==> config.mk <==
export PLATFORM = sky130hd
export DESIGN_NAME = circular_queue_with_delete
export DESIGN_NICKNAME = d
export VERILOG_FILES = /design/src/hw/rtl/cqd_pkg.sv /design/src/hw/rtl/cqd_out_reg.sv /design/src/hw/rtl/circular_queue_with_delete.sv
export VERILOG_INCLUDE_DIRS = /design/src /design/src/hw/rtl
export SDC_FILE = /design/constraint.sdc
export NUM_CORES = 1
export LEC_CHECK = 0
export ABC_AREA = 1
export ABC_CLOCK_PERIOD_IN_PS = 10500
export BUFFER_PORTS_ARGS = -buffer_cell sky130_fd_sc_hd__buf_2
export CAP_MARGIN = 20
export CORE_ASPECT_RATIO = 1.75
export CORE_MARGIN = 10
export CORE_UTILIZATION = 50
export DETAILED_ROUTE_END_ITERATION = 6
export PLACE_DENSITY = 0.66
export SLEW_MARGIN = 20
export SYNTH_ARGS = -nofsm -noshare
export SYNTH_HDL_FRONTEND = slang
export SYNTH_HIERARCHICAL = 1
export SYNTH_SLANG_ARGS = --single-unit
==> constraint.sdc <==
create_clock -name clk -period 10.5 [get_ports clk]
set_clock_uncertainty 0.05 [all_clocks]
set_input_delay 1.575 -clock clk [delete_from_list [all_inputs] [get_ports clk]]
set_output_delay 1.575 -clock clk [all_outputs]
set_load 0.005 [all_outputs]
==> src/hw/rtl/circular_queue_with_delete_macros.svh <==
// Assertion macros for the circular queue with delete.
// Relies on clk and rst being in scope where a macro is used.
`ifndef CIRCULAR_QUEUE_WITH_DELETE_MACROS_SVH
`define CIRCULAR_QUEUE_WITH_DELETE_MACROS_SVH
`ifndef SYNTHESIS
// Condition must hold at every edge out of reset.
`define CQD_ASSERT_ALWAYS(lbl, cond, msg) \
  lbl: assert property (@(posedge clk) disable iff (rst) (cond)) else $error(msg);
// Consequent must hold in the same cycle as the antecedent.
`define CQD_ASSERT_SAME(lbl, ante, cons, msg) \
  lbl: assert property (@(posedge clk) disable iff (rst) (ante) |-> (cons)) else $error(msg);
// Consequent must hold in the cycle after the antecedent.
`define CQD_ASSERT_NEXT(lbl, ante, cons, msg) \
  lbl: assert property (@(posedge clk) disable iff (rst) (ante) |=> (cons)) else $error(msg);
`else
`define CQD_ASSERT_ALWAYS(lbl, cond, msg)
`define CQD_ASSERT_SAME(lbl, ante, cons, msg)
`define CQD_ASSERT_NEXT(lbl, ante, cons, msg)
`endif
`endif

==> src/hw/rtl/cqd_pkg.sv <==
// Shared types, codes and slot arithmetic for the circular queue with delete.
// No dependencies.
`default_nettype none
package cqd_pkg;

  localparam int DEPTH      = 16;
  localparam int WORD_WIDTH = 32;
  localparam int SLOT_W     = $clog2(DEPTH);
  localparam int OCC_W      = $clog2(DEPTH + 1);
  localparam int CMD_W      = 3;
  localparam int STATUS_W   = 2;
  localparam int TDATA_W    = ((WORD_WIDTH + OCC_W + 7) / 8) * 8;

  typedef logic [SLOT_W-1:0]          slot_t;
  typedef logic [OCC_W-1:0]           occ_t;
  typedef logic signed [WORD_WIDTH-1:0] word_t;

  typedef enum logic [CMD_W-1:0] {
    CMD_ENQ  = 3'd0,
    CMD_DEQ  = 3'd1,
    CMD_PEEK = 3'd2,
    CMD_DEL  = 3'd3,
    CMD_DISP = 3'd4
  } cmd_t;

  typedef enum logic [STATUS_W-1:0] {
    ST_OK        = 2'd0,
    ST_FULL      = 2'd1,
    ST_EMPTY     = 2'd2,
    ST_NOT_FOUND = 2'd3
  } status_t;

  typedef struct packed {
    status_t status;
    word_t   data;
    occ_t    occupancy;
    logic    last;
  } result_t;

  // Step one slot forward, wrapping at the configured capacity.
  function automatic slot_t slot_next(slot_t s, occ_t cap);
    occ_t s1;
    s1 = occ_t'(s) + occ_t'(1);
    return (s1 >= cap) ? '0 : s1[SLOT_W-1:0];
  endfunction

  // Step one slot back, wrapping at the configured capacity.
  function automatic slot_t slot_prev(slot_t s, occ_t cap);
    occ_t c1;
    c1 = cap - occ_t'(1);
    return (s == '0) ? c1[SLOT_W-1:0] : s - slot_t'(1);
  endfunction

  // Clamp a written capacity into 1..DEPTH.
  function automatic occ_t cap_clamp(occ_t v);
    if (v == '0) return occ_t'(1);
    if (v > occ_t'(DEPTH)) return occ_t'(DEPTH);
    return v;
  endfunction

endpackage
`default_nettype wire

==> src/hw/rtl/cqd_out_reg.sv <==
// Output holding register for result items of the circular queue.
// Depends on cqd_pkg for result_t and field widths.
`default_nettype none
module cqd_out_reg
  import cqd_pkg::*;
(
  input  logic                clk,
  input  logic                rst,
  input  logic                push,
  input  result_t             res,
  output logic                free,
  output logic                m_axis_tvalid,
  input  logic                m_axis_tready,
  output logic [TDATA_W-1:0]  m_axis_tdata,  // data, occupancy, zero pad
  output logic [STATUS_W-1:0] m_axis_tuser,  // status
  output logic                m_axis_tlast
);

  result_t held;
  logic    valid;

  assign free = !valid || m_axis_tready;

  always_ff @(posedge clk) begin
    if (rst) begin
      valid <= 1'b0;
    end else if (push && free) begin
      valid <= 1'b1;
    end else if (m_axis_tready) begin
      valid <= 1'b0;
    end
  end

  always_ff @(posedge clk) begin
    if (push && free) begin
      held <= res;
    end
  end

  assign m_axis_tvalid = valid;
  assign m_axis_tdata  = TDATA_W'({held.occupancy, held.data});
  assign m_axis_tuser  = held.status;
  assign m_axis_tlast  = held.last;

endmodule
`default_nettype wire

==> src/hw/rtl/circular_queue_with_delete.sv <==
// Top level of the circular queue with delete: control sequencer and word store.
// Depends on cqd_pkg, cqd_out_reg and circular_queue_with_delete_macros.svh.
`default_nettype none
`include "circular_queue_with_delete_macros.svh"
// Ring-buffer queue of signed 32-bit words held in a 16-entry single-port-read
// store with a registered read. One request item is worked at a time.
// Enqueue, dequeue, peek and unknown commands first accept the item and start
// the read of the head slot, then act and hand the result to the output
// register. Display then hands on the stored words from the head, giving one
// result item a cycle while the output side keeps up. Delete compares words
// from the head during the search, then moves each later word one slot toward
// the head and finishes; a delete that finds no match ends after the last
// word compared, and delete or display on an empty queue ends in its act
// step. The single read port of the store sets both walks. A result
// waiting at the output holds up only the sequencer, never the result already
// presented. A capacity write (legal only while idle) empties the queue at
// once; the store itself has no reset and no clearing pass, since only slots
// between head and tail are ever read.
module circular_queue_with_delete
  import cqd_pkg::*;
(
  input  logic                clk,
  input  logic                rst,
  input  logic                cfg_we,
  input  logic [OCC_W-1:0]    cfg_wdata,     // capacity
  input  logic                s_axis_tvalid,
  output logic                s_axis_tready,
  input  logic [WORD_WIDTH-1:0] s_axis_tdata, // value
  input  logic [CMD_W-1:0]    s_axis_tuser,  // cmd
  output logic                m_axis_tvalid,
  input  logic                m_axis_tready,
  output logic [TDATA_W-1:0]  m_axis_tdata,  // data, occupancy, zero pad
  output logic [STATUS_W-1:0] m_axis_tuser,  // status
  output logic                m_axis_tlast
);

  typedef enum logic [2:0] {
    S_IDLE,
    S_OP,
    S_SEARCH,
    S_SHIFT,
    S_DEL_FIN,
    S_DISP
  } state_t;

  // Sequencer registers and their next values.
  state_t state, state_next;
  slot_t  head_slot, head_slot_next;
  slot_t  tail_slot, tail_slot_next;
  logic   is_empty, is_empty_next;
  occ_t   occ, occ_next;
  occ_t   cap, cap_next;
  slot_t  idx, idx_next;
  logic [CMD_W-1:0] cmd_q, cmd_q_next;
  word_t  value_q, value_q_next;

  // Word store: one write and one registered read per cycle.
  word_t store [DEPTH];
  word_t rdata;
  logic  rd_en, wr_en;
  slot_t rd_addr, wr_addr;
  word_t wr_data;

  // Result hand-off.
  logic    push, out_free;
  result_t res;

  slot_t idx_nxt;
  logic  match;

  assign s_axis_tready = (state == S_IDLE) && !cfg_we;
  assign idx_nxt       = slot_next(idx, cap);
  assign match         = (rdata == value_q);

  always_comb begin
    state_next     = state;
    head_slot_next = head_slot;
    tail_slot_next = tail_slot;
    is_empty_next  = is_empty;
    occ_next       = occ;
    cap_next       = cap;
    idx_next       = idx;
    cmd_q_next     = cmd_q;
    value_q_next   = value_q;
    rd_en          = 1'b0;
    rd_addr        = head_slot;
    wr_en          = 1'b0;
    wr_addr        = idx;
    wr_data        = rdata;
    push           = 1'b0;
    res.status     = ST_OK;
    res.data       = '0;
    res.occupancy  = occ;
    res.last       = 1'b1;

    unique case (state)
      S_IDLE: begin
        if (cfg_we) begin
          // Capacity write: clamp and empty the ring.
          cap_next       = cap_clamp(cfg_wdata);
          head_slot_next = '0;
          tail_slot_next = '0;
          is_empty_next  = 1'b1;
          occ_next       = '0;
        end else if (s_axis_tvalid) begin
          // Latch the item and start the head read for every command.
          cmd_q_next   = s_axis_tuser;
          value_q_next = word_t'(s_axis_tdata);
          rd_en        = 1'b1;
          rd_addr      = head_slot;
          state_next   = S_OP;
        end
      end

      S_OP: begin
        case (cmd_q)
          CMD_ENQ: begin
            if (out_free) begin
              push       = 1'b1;
              state_next = S_IDLE;
              if (occ >= cap) begin
                res.status = ST_FULL;
              end else begin
                wr_en   = 1'b1;
                wr_data = value_q;
                if (is_empty) begin
                  head_slot_next = '0;
                  tail_slot_next = '0;
                  wr_addr        = '0;
                end else begin
                  tail_slot_next = slot_next(tail_slot, cap);
                  wr_addr        = slot_next(tail_slot, cap);
                end
                is_empty_next = 1'b0;
                occ_next      = occ + occ_t'(1);
                res.occupancy = occ + occ_t'(1);
              end
            end
          end
          CMD_DEQ: begin
            if (out_free) begin
              push       = 1'b1;
              state_next = S_IDLE;
              if (is_empty) begin
                res.status = ST_EMPTY;
              end else begin
                res.data = rdata;
                if (head_slot == tail_slot) begin
                  head_slot_next = '0;
                  tail_slot_next = '0;
                  is_empty_next  = 1'b1;
                end else begin
                  head_slot_next = slot_next(head_slot, cap);
                end
                occ_next      = occ - occ_t'(1);
                res.occupancy = occ - occ_t'(1);
              end
            end
          end
          CMD_PEEK: begin
            if (out_free) begin
              push       = 1'b1;
              state_next = S_IDLE;
              if (is_empty) res.status = ST_EMPTY;
              else          res.data   = rdata;
            end
          end
          CMD_DEL: begin
            if (is_empty) begin
              if (out_free) begin
                push       = 1'b1;
                res.status = ST_EMPTY;
                state_next = S_IDLE;
              end
            end else begin
              // Head word is already in rdata: go straight to compare.
              idx_next   = head_slot;
              state_next = S_SEARCH;
            end
          end
          CMD_DISP: begin
            if (is_empty) begin
              if (out_free) begin
                push       = 1'b1;
                res.status = ST_EMPTY;
                state_next = S_IDLE;
              end
            end else begin
              idx_next   = head_slot;
              state_next = S_DISP;
            end
          end
          default: begin
            // Unknown command: plain acknowledge, state untouched.
            if (out_free) begin
              push       = 1'b1;
              state_next = S_IDLE;
            end
          end
        endcase
      end

      S_SEARCH: begin
        if (match) begin
          if (idx == tail_slot) begin
            state_next = S_DEL_FIN;
          end else begin
            rd_en      = 1'b1;
            rd_addr    = idx_nxt;
            state_next = S_SHIFT;
          end
        end else if (idx == tail_slot) begin
          if (out_free) begin
            push       = 1'b1;
            res.status = ST_NOT_FOUND;
            state_next = S_IDLE;
          end
        end else begin
          rd_en    = 1'b1;
          rd_addr  = idx_nxt;
          idx_next = idx_nxt;
        end
      end

      S_SHIFT: begin
        // Move the later word one slot toward the head, fetch the next one.
        wr_en    = 1'b1;
        wr_addr  = idx;
        wr_data  = rdata;
        idx_next = idx_nxt;
        if (idx_nxt == tail_slot) begin
          state_next = S_DEL_FIN;
        end else begin
          rd_en   = 1'b1;
          rd_addr = slot_next(idx_nxt, cap);
        end
      end

      S_DEL_FIN: begin
        if (out_free) begin
          push = 1'b1;
          if (head_slot == tail_slot) begin
            head_slot_next = '0;
            tail_slot_next = '0;
            is_empty_next  = 1'b1;
          end else begin
            tail_slot_next = slot_prev(tail_slot, cap);
          end
          occ_next      = occ - occ_t'(1);
          res.occupancy = occ - occ_t'(1);
          state_next    = S_IDLE;
        end
      end

      S_DISP: begin
        // One stored word per result; rdata holds while the output is busy.
        if (out_free) begin
          push     = 1'b1;
          res.data = rdata;
          res.last = (idx == tail_slot);
          if (idx == tail_slot) begin
            state_next = S_IDLE;
          end else begin
            rd_en    = 1'b1;
            rd_addr  = idx_nxt;
            idx_next = idx_nxt;
          end
        end
      end

      default: state_next = S_IDLE;
    endcase
  end

  always_ff @(posedge clk) begin
    if (rst) begin
      state     <= S_IDLE;
      head_slot <= '0;
      tail_slot <= '0;
      is_empty  <= 1'b1;
      occ       <= '0;
      cap       <= occ_t'(DEPTH);
    end else begin
      state     <= state_next;
      head_slot <= head_slot_next;
      tail_slot <= tail_slot_next;
      is_empty  <= is_empty_next;
      occ       <= occ_next;
      cap       <= cap_next;
    end
  end

  // Working payload registers need no reset.
  always_ff @(posedge clk) begin
    idx     <= idx_next;
    cmd_q   <= cmd_q_next;
    value_q <= value_q_next;
  end

  // Store: read address and write address never collide in one cycle.
  always_ff @(posedge clk) begin
    if (wr_en) begin
      store[wr_addr] <= wr_data;
    end
    if (rd_en) begin
      rdata <= store[rd_addr];
    end
  end

  cqd_out_reg u_out (
    .clk           (clk),
    .rst           (rst),
    .push          (push),
    .res           (res),
    .free          (out_free),
    .m_axis_tvalid (m_axis_tvalid),
    .m_axis_tready (m_axis_tready),
    .m_axis_tdata  (m_axis_tdata),
    .m_axis_tuser  (m_axis_tuser),
    .m_axis_tlast  (m_axis_tlast)
  );

  // Count matches empty flag, count <= cap, slots in ring, one item in flight.
  `CQD_ASSERT_ALWAYS(a_empty_occ, (is_empty == (occ == '0)), "empty flag and count disagree")
  `CQD_ASSERT_ALWAYS(a_occ_cap, (occ <= cap), "occupancy above capacity")
  `CQD_ASSERT_SAME(a_ptr_range, !is_empty, (head_slot < cap) && (tail_slot < cap), "slot out of ring")
  `CQD_ASSERT_NEXT(a_accept_busy, s_axis_tvalid && s_axis_tready, !s_axis_tready, "second item taken")

endmodule
`default_nettype wire

* Word level (Yosys, flattened, before mapping)
Memory sizes are Yosys's and may differ from the RTL's. A register that Yosys moved wholly into a read port is not among the register bits.
Cells that the tools add are included.
W data, S select, Z words.
** Cells by class
- Bitwise operators :: 1
- $add $sub $neg :: 8
- Muxes and demuxes :: 124
- Divide/modulo/power cells :: 0
- Multiply operators :: 0
- Reductions and logical operators :: 23
- Order comparisons :: 6
- Shift-type cells :: 0
- Eq/ne operators :: 32
** Operator list (count)
- $mux W32 :: 6
- $mux W4 :: 33
- $pmux W32 S2 :: 2
- $mux W5 :: 10
- $mux W39 :: 1
- $mux W37 :: 1
- $pmux W4 S3 :: 3
- $mux W1 :: 34
- $mux W34 :: 1
- $mux W3 :: 11
- $eq A32 B32 Y1 :: 1
- $pmux W5 S2 :: 3
- $ge A5 B5 Y1 :: 5
- $add A4 B1 Y5 const B :: 4
- $ne A2 B2 Y1 const B :: 9
- $pmux W3 S6 :: 1
- $pmux W4 S2 :: 2
- $pmux W4 S4 :: 1
- $ne A3 B3 Y1 const B :: 5
- $pmux W5 S3 :: 1
- $eq A3 B2 Y1 const B :: 4
- $eq A4 B4 Y1 :: 3
- $mux W2 :: 6
- $reduce_and A10 Y1 :: 1
- 32 further kinds :: 46
** Storage, ports and cells
- Word-level logic and storage cells :: 209
- Memories kept :: 1
- Output and inout port bits :: 45
- RAM bits :: 512
- Register bits :: 102
- Input port bits :: 45
- Latch bits :: 0
- Bits in read-only memories :: 0
** Memory list
- store :: words 16, width 32, read ports 1, clocked after Yosys merged registers in 1, write ports 1, line circular_queue_with_delete.sv:58 : word_t store [DEPTH];

* Longest topological paths before layout
- Depth after elaboration :: 9
- Mapped depth :: 30
- Mapped depth without buffers :: 28

* By module
The synthesis kept the hierarchy.
** Modules (own cells, without submodules)
- circular_queue_with_delete :: area each 28698.8 µm², sequential area each 17947.2 µm², cells an instance 2902, times used 1
- cqd_out_reg :: area each 1275.0 µm², sequential area each 1221.2 µm², cells an instance 50, times used 1

* Least setup slack after synthesis
Ideal clock, no wire load.
- Path kind :: input port to flip-flop
- From :: input m_axis_tready
- To :: register u_out.held (netlist bit u_out/m_axis_tdata[0]) (enable)
- Setup time :: 451 ps
- Buffers on the path :: 1
- Slack :: 5809 ps
- Required time :: 9999 ps
- Arrival :: 4190 ps
- Stages :: 7
- Path through :: inv_2 -> nand2_2 -> clkbuf_1 -> nand4_1 -> nand2_1 -> inv_1 -> a21oi_1
** On the way
- Word-level cells in the longest chain between the ends :: 6
- Elaborated cells between the ends (all ways) :: 8
- Classes of those cells :: mux (6); reduce/logical (2)
** Ends and longest elaborated chain
- start: declaration :: line circular_queue_with_delete.sv:31 : input logic m_axis_tready,
- $logic_or A1 B1 Y1 (*) :: line cqd_out_reg.sv:22 : assign free = !valid || m_axis_tready;
- via out_free :: line circular_queue_with_delete.sv:65 : logic push, out_free;
- $mux W1 (*)
- $mux W1 (on tied branches) :: line circular_queue_with_delete.sv:212, circular_queue_with_delete.sv:169
- $mux W1 (on tied branches)
- $pmux W1 S3 (*) :: line circular_queue_with_delete.sv:96 : unique case (state)
- via push :: line circular_queue_with_delete.sv:65
- $logic_and A1 B1 Y1 (*) :: line cqd_out_reg.sv:35 : if (push && free) begin
- end signal: assignment :: line cqd_out_reg.sv:36 : held <= res;
- end: declaration :: line cqd_out_reg.sv:19 : result_t held;
The timed path passes the listed nets; every way through them passes the cells marked *.
A chain may end at the register's enable or synchronous reset.

* Final worst setup path
- From :: register idx[0]
- To :: register rdata[5] (read register of store) (data pin)
** On the way
- Word-level cells in the longest chain between the ends :: 8
- Elaborated cells between the ends (all ways) :: 16
- Classes of those cells :: add/sub (2); order compare (2); eq/ne (2); mux (10)
** Ends and longest elaborated chain
- start: declaration :: line circular_queue_with_delete.sv:53 : slot_t idx, idx_next;
- start signal: assignment :: line circular_queue_with_delete.sv:295 : idx <= idx_next;
- $add A4 B1 Y5 :: line cqd_pkg.sv:43 : s1 = occ_t'(s) + occ_t'(1);
- $ge A5 B5 Y1 :: line cqd_pkg.sv:44 : return (s1 >= cap) ? '0 : s1[SLOT_W-1:0];
- $mux W4 :: line cqd_pkg.sv:44
- $add A4 B1 Y5 :: line cqd_pkg.sv:43
- $ge A5 B5 Y1 :: line cqd_pkg.sv:44
- $mux W4 :: line cqd_pkg.sv:44
- $mux W4 :: line circular_queue_with_delete.sv:231 : if (idx_nxt == tail_slot) begin
- $pmux W4 S3 :: line circular_queue_with_delete.sv:96
- end: declaration :: line circular_queue_with_delete.sv:59 : word_t rdata;
Several ways; a longest one is shown, not always the timed one.

==> reports/metrics.csv <==
metric,value,unit
status,"complete, no violations",
layout-drive-gt1-share,8.914,%
initialDrtViolationCount,2003,
worst_path_largest_cell_delay,650,ps
use_met2,40.45,%
hold_path.startpoint,cap[2]$_SDFFE_PP0P_,
dieArea,70530,µm²
setup_slack,3872,ps
whs,447.4,ps
grt_use_met3,2.940,%
initial_utilization,50.50,%
crit_top_cell,nand2_1,
yosys-top-cells-area,"edfxtp_1 62%, nand3_1 10%, nand2_1 9.1%",
grt_busiest_layer,met2,
fin_util,55.68,%
period_needed,6628,ps
r2r-end,rdata[5]$_DFFE_PP_,
h-tree-depth,2,
netlist_instances,2952,
hold_viol_final,0,
dpl_worst_slack,3975,ps
dpl.cell_count,3716,
drv_cap,0,
synth_edf_count,623,
min_period_over_period,63.12,%
cts_setup_buffers,0,
worst-setup-path-type,reg -> reg,
routedWlPerCell,21.69,µm
clk_pin_slew,60,ps
drc,0,
numCtsBuffers,57,
drtAntennaViolNets,0,
rows,118,
nNetsFinal,3073,
crit_path_start,idx[0]$_DFFE_PP_,
p_per_area,322.0,nW/µm²
avgSynthCellArea,10.15,µm²
num_vias,21605,
cts_tree,built,
first_pass_iters,6,
grt_pass1_wl,125.0,mm
fin_cells,3820,
worst-path-max-fanout,130,
viasPerCell,5.656,
ys_seq_area_share,63.95,%
cts_root_buffer,clkbuf_16,
p_leak,13.37,nW
vdd.ir_drop.worst,0.2454,mV
grtUsageTotal,23.12,%
coreArea,59350,µm²
async_flop_share,0,%
post-route-cell-area,33050,µm²
ctsHoldBuffers,0,
gr-total-overflow,0,
rsz0062_at_grt,no,
r2r_start,idx[0]$_DFFE_PP_,
end_kind,flop,
finalSetupViolCount,0,
grt_max_degree,131,
die_h,343.9,µm
routed_wirelength,82.84,mm
first_global_vias,21222,
rr_worst_depth,29,
worst-slew-pin-transition,1100,ps
cts_resized,0,
hp-class,reg -> reg,
n_antenna_cell,0,
gr-usage-met1,27.07,%
ios,90,
place_congestion,0.8940,
worst_ep_arrival_time,6940,ps
ys_warn_count,6,
die_x,205.1,µm
cp.required,10810,ps
dp_hpwl,48.10,mm
yosysTopAreaCellShare,62.41,%
synth_area_leader_cell,edfxtp_1,
cts_sinks,646,
cp_slowest_cell,nand2_8,
r2r_setup_slack,3870,ps
endpoint,rdata[5]$_DFFE_PP_,
timing.fmax,0.1509,GHz
synthFlopType,edfxtp_1,
final_cell_mix,"728 x nand2_1, 623 x edfxtp_1, 619 x nand3_1",
tns,0,ps
antenna_found_initial,0,
final_common_cell,nand2_1,
ys_ff_latch,646,
synthToLayoutAreaGrowth,10.26,%
portBuffers,86,
total_power,10.64,mW
cp-start-kind,flop,
max-clock-path-buffers,3,
dpl_cell_area,31200,µm²
ys_types,46,
syn_area,29970,µm²
slew_headroom,26.70,%
clk_latency,620,ps
drv_slew,0,
-- worst min-delay path by stage --
stage,end,slack (ps),cells past startpoint
4_1_cts,cap[2]$_SDFFE_PP0P_,440,2
5_1_grt,cap[2]$_SDFFE_PP0P_,470,2
6_report,cap[2]$_SDFFE_PP0P_,450,2
3_5_place_dp,cap[2]$_SDFFE_PP0P_,440,2
3_3_place_gp,cap[2]$_SDFFE_PP0P_,430,2
2_1_floorplan,cap[2]$_SDFFE_PP0P_,410,2
-- cell families after synthesis --
kind of cell | count (synthesis) | synth area share (%)
xor gates and xnor gates | 37 | 1.081
buffers and inverters | 558 | 8.002
other | 1 | 0.01251
AOI/OAI and AO/OA | 146 | 2.855
DFF | 646 | 63.95
muxes | 1 | 0.03757
and+or+nand+nor | 1530 | 22.68
adders and majority gates | 33 | 1.378
-- power breakdown --
| group | leakage (nW) | internal [mW] | switching (mW) |
|---|---|---|---|
| clock network | 0.881 | 1.15 | 0.936 |
| logic | 6.66 | 1.32 | 3.55 |
| registers | 5.84 | 3.52 | 0.175 |
| total | 13.4 | 5.98 | 4.66 |
-- routing by layer --
layer  wire length [µm]  vias up
li1                   -    10029
met4               4387        0
met2              42000      958
met3               5944      239
met1              30510    10379
met5                  0        -
-- Yosys cell counts, drive strengths merged (20+ instances only) --
master and n:
clkbuf 49, o21ai 57, inv 405, nor3 20, buf 103, dfxtp 23, nor2 98, nand2 736
nand3b 32, edfxtp 623, ha 33, a21oi 47, xnor2 21, nand3 624
-- cell type report --
cell class,instances,area (µm²)
multi-input combinational,1750,8665
tap,780,975.9
timing repair buffer,134,883.3
clock buffer,75,1535
sequential,646,19170
fill,5044,26300
clock inverter,29,296.5
inverter,406,1524
-- sequential cells by signal (all words and copies together) (netlist names) --
register,cells
value_q,32
cap,5
u_out/m_axis_tlast,1
store,512
cmd_q,3
state,3
is_empty,1
u_out/m_axis_tvalid,1
occ,5
idx,4
u_out/m_axis_tdata,37
head_slot,4
tail_slot,4
u_out/m_axis_tuser,2
rdata,32
-- critical path, delay by kind of cell, from the launching register on --
family / cells / cell delay [ps]
buffers and inverters: 3 / 780
xor gates and xnor gates: 1 / 170
AOI/OAI and AO/OA: 3 / 610
DFF: 1 / 480
adders and majority gates: 4 / 1120
and+or+nand+nor: 18 / 3010
Note: power is estimated with default switching activity, not from simulation.
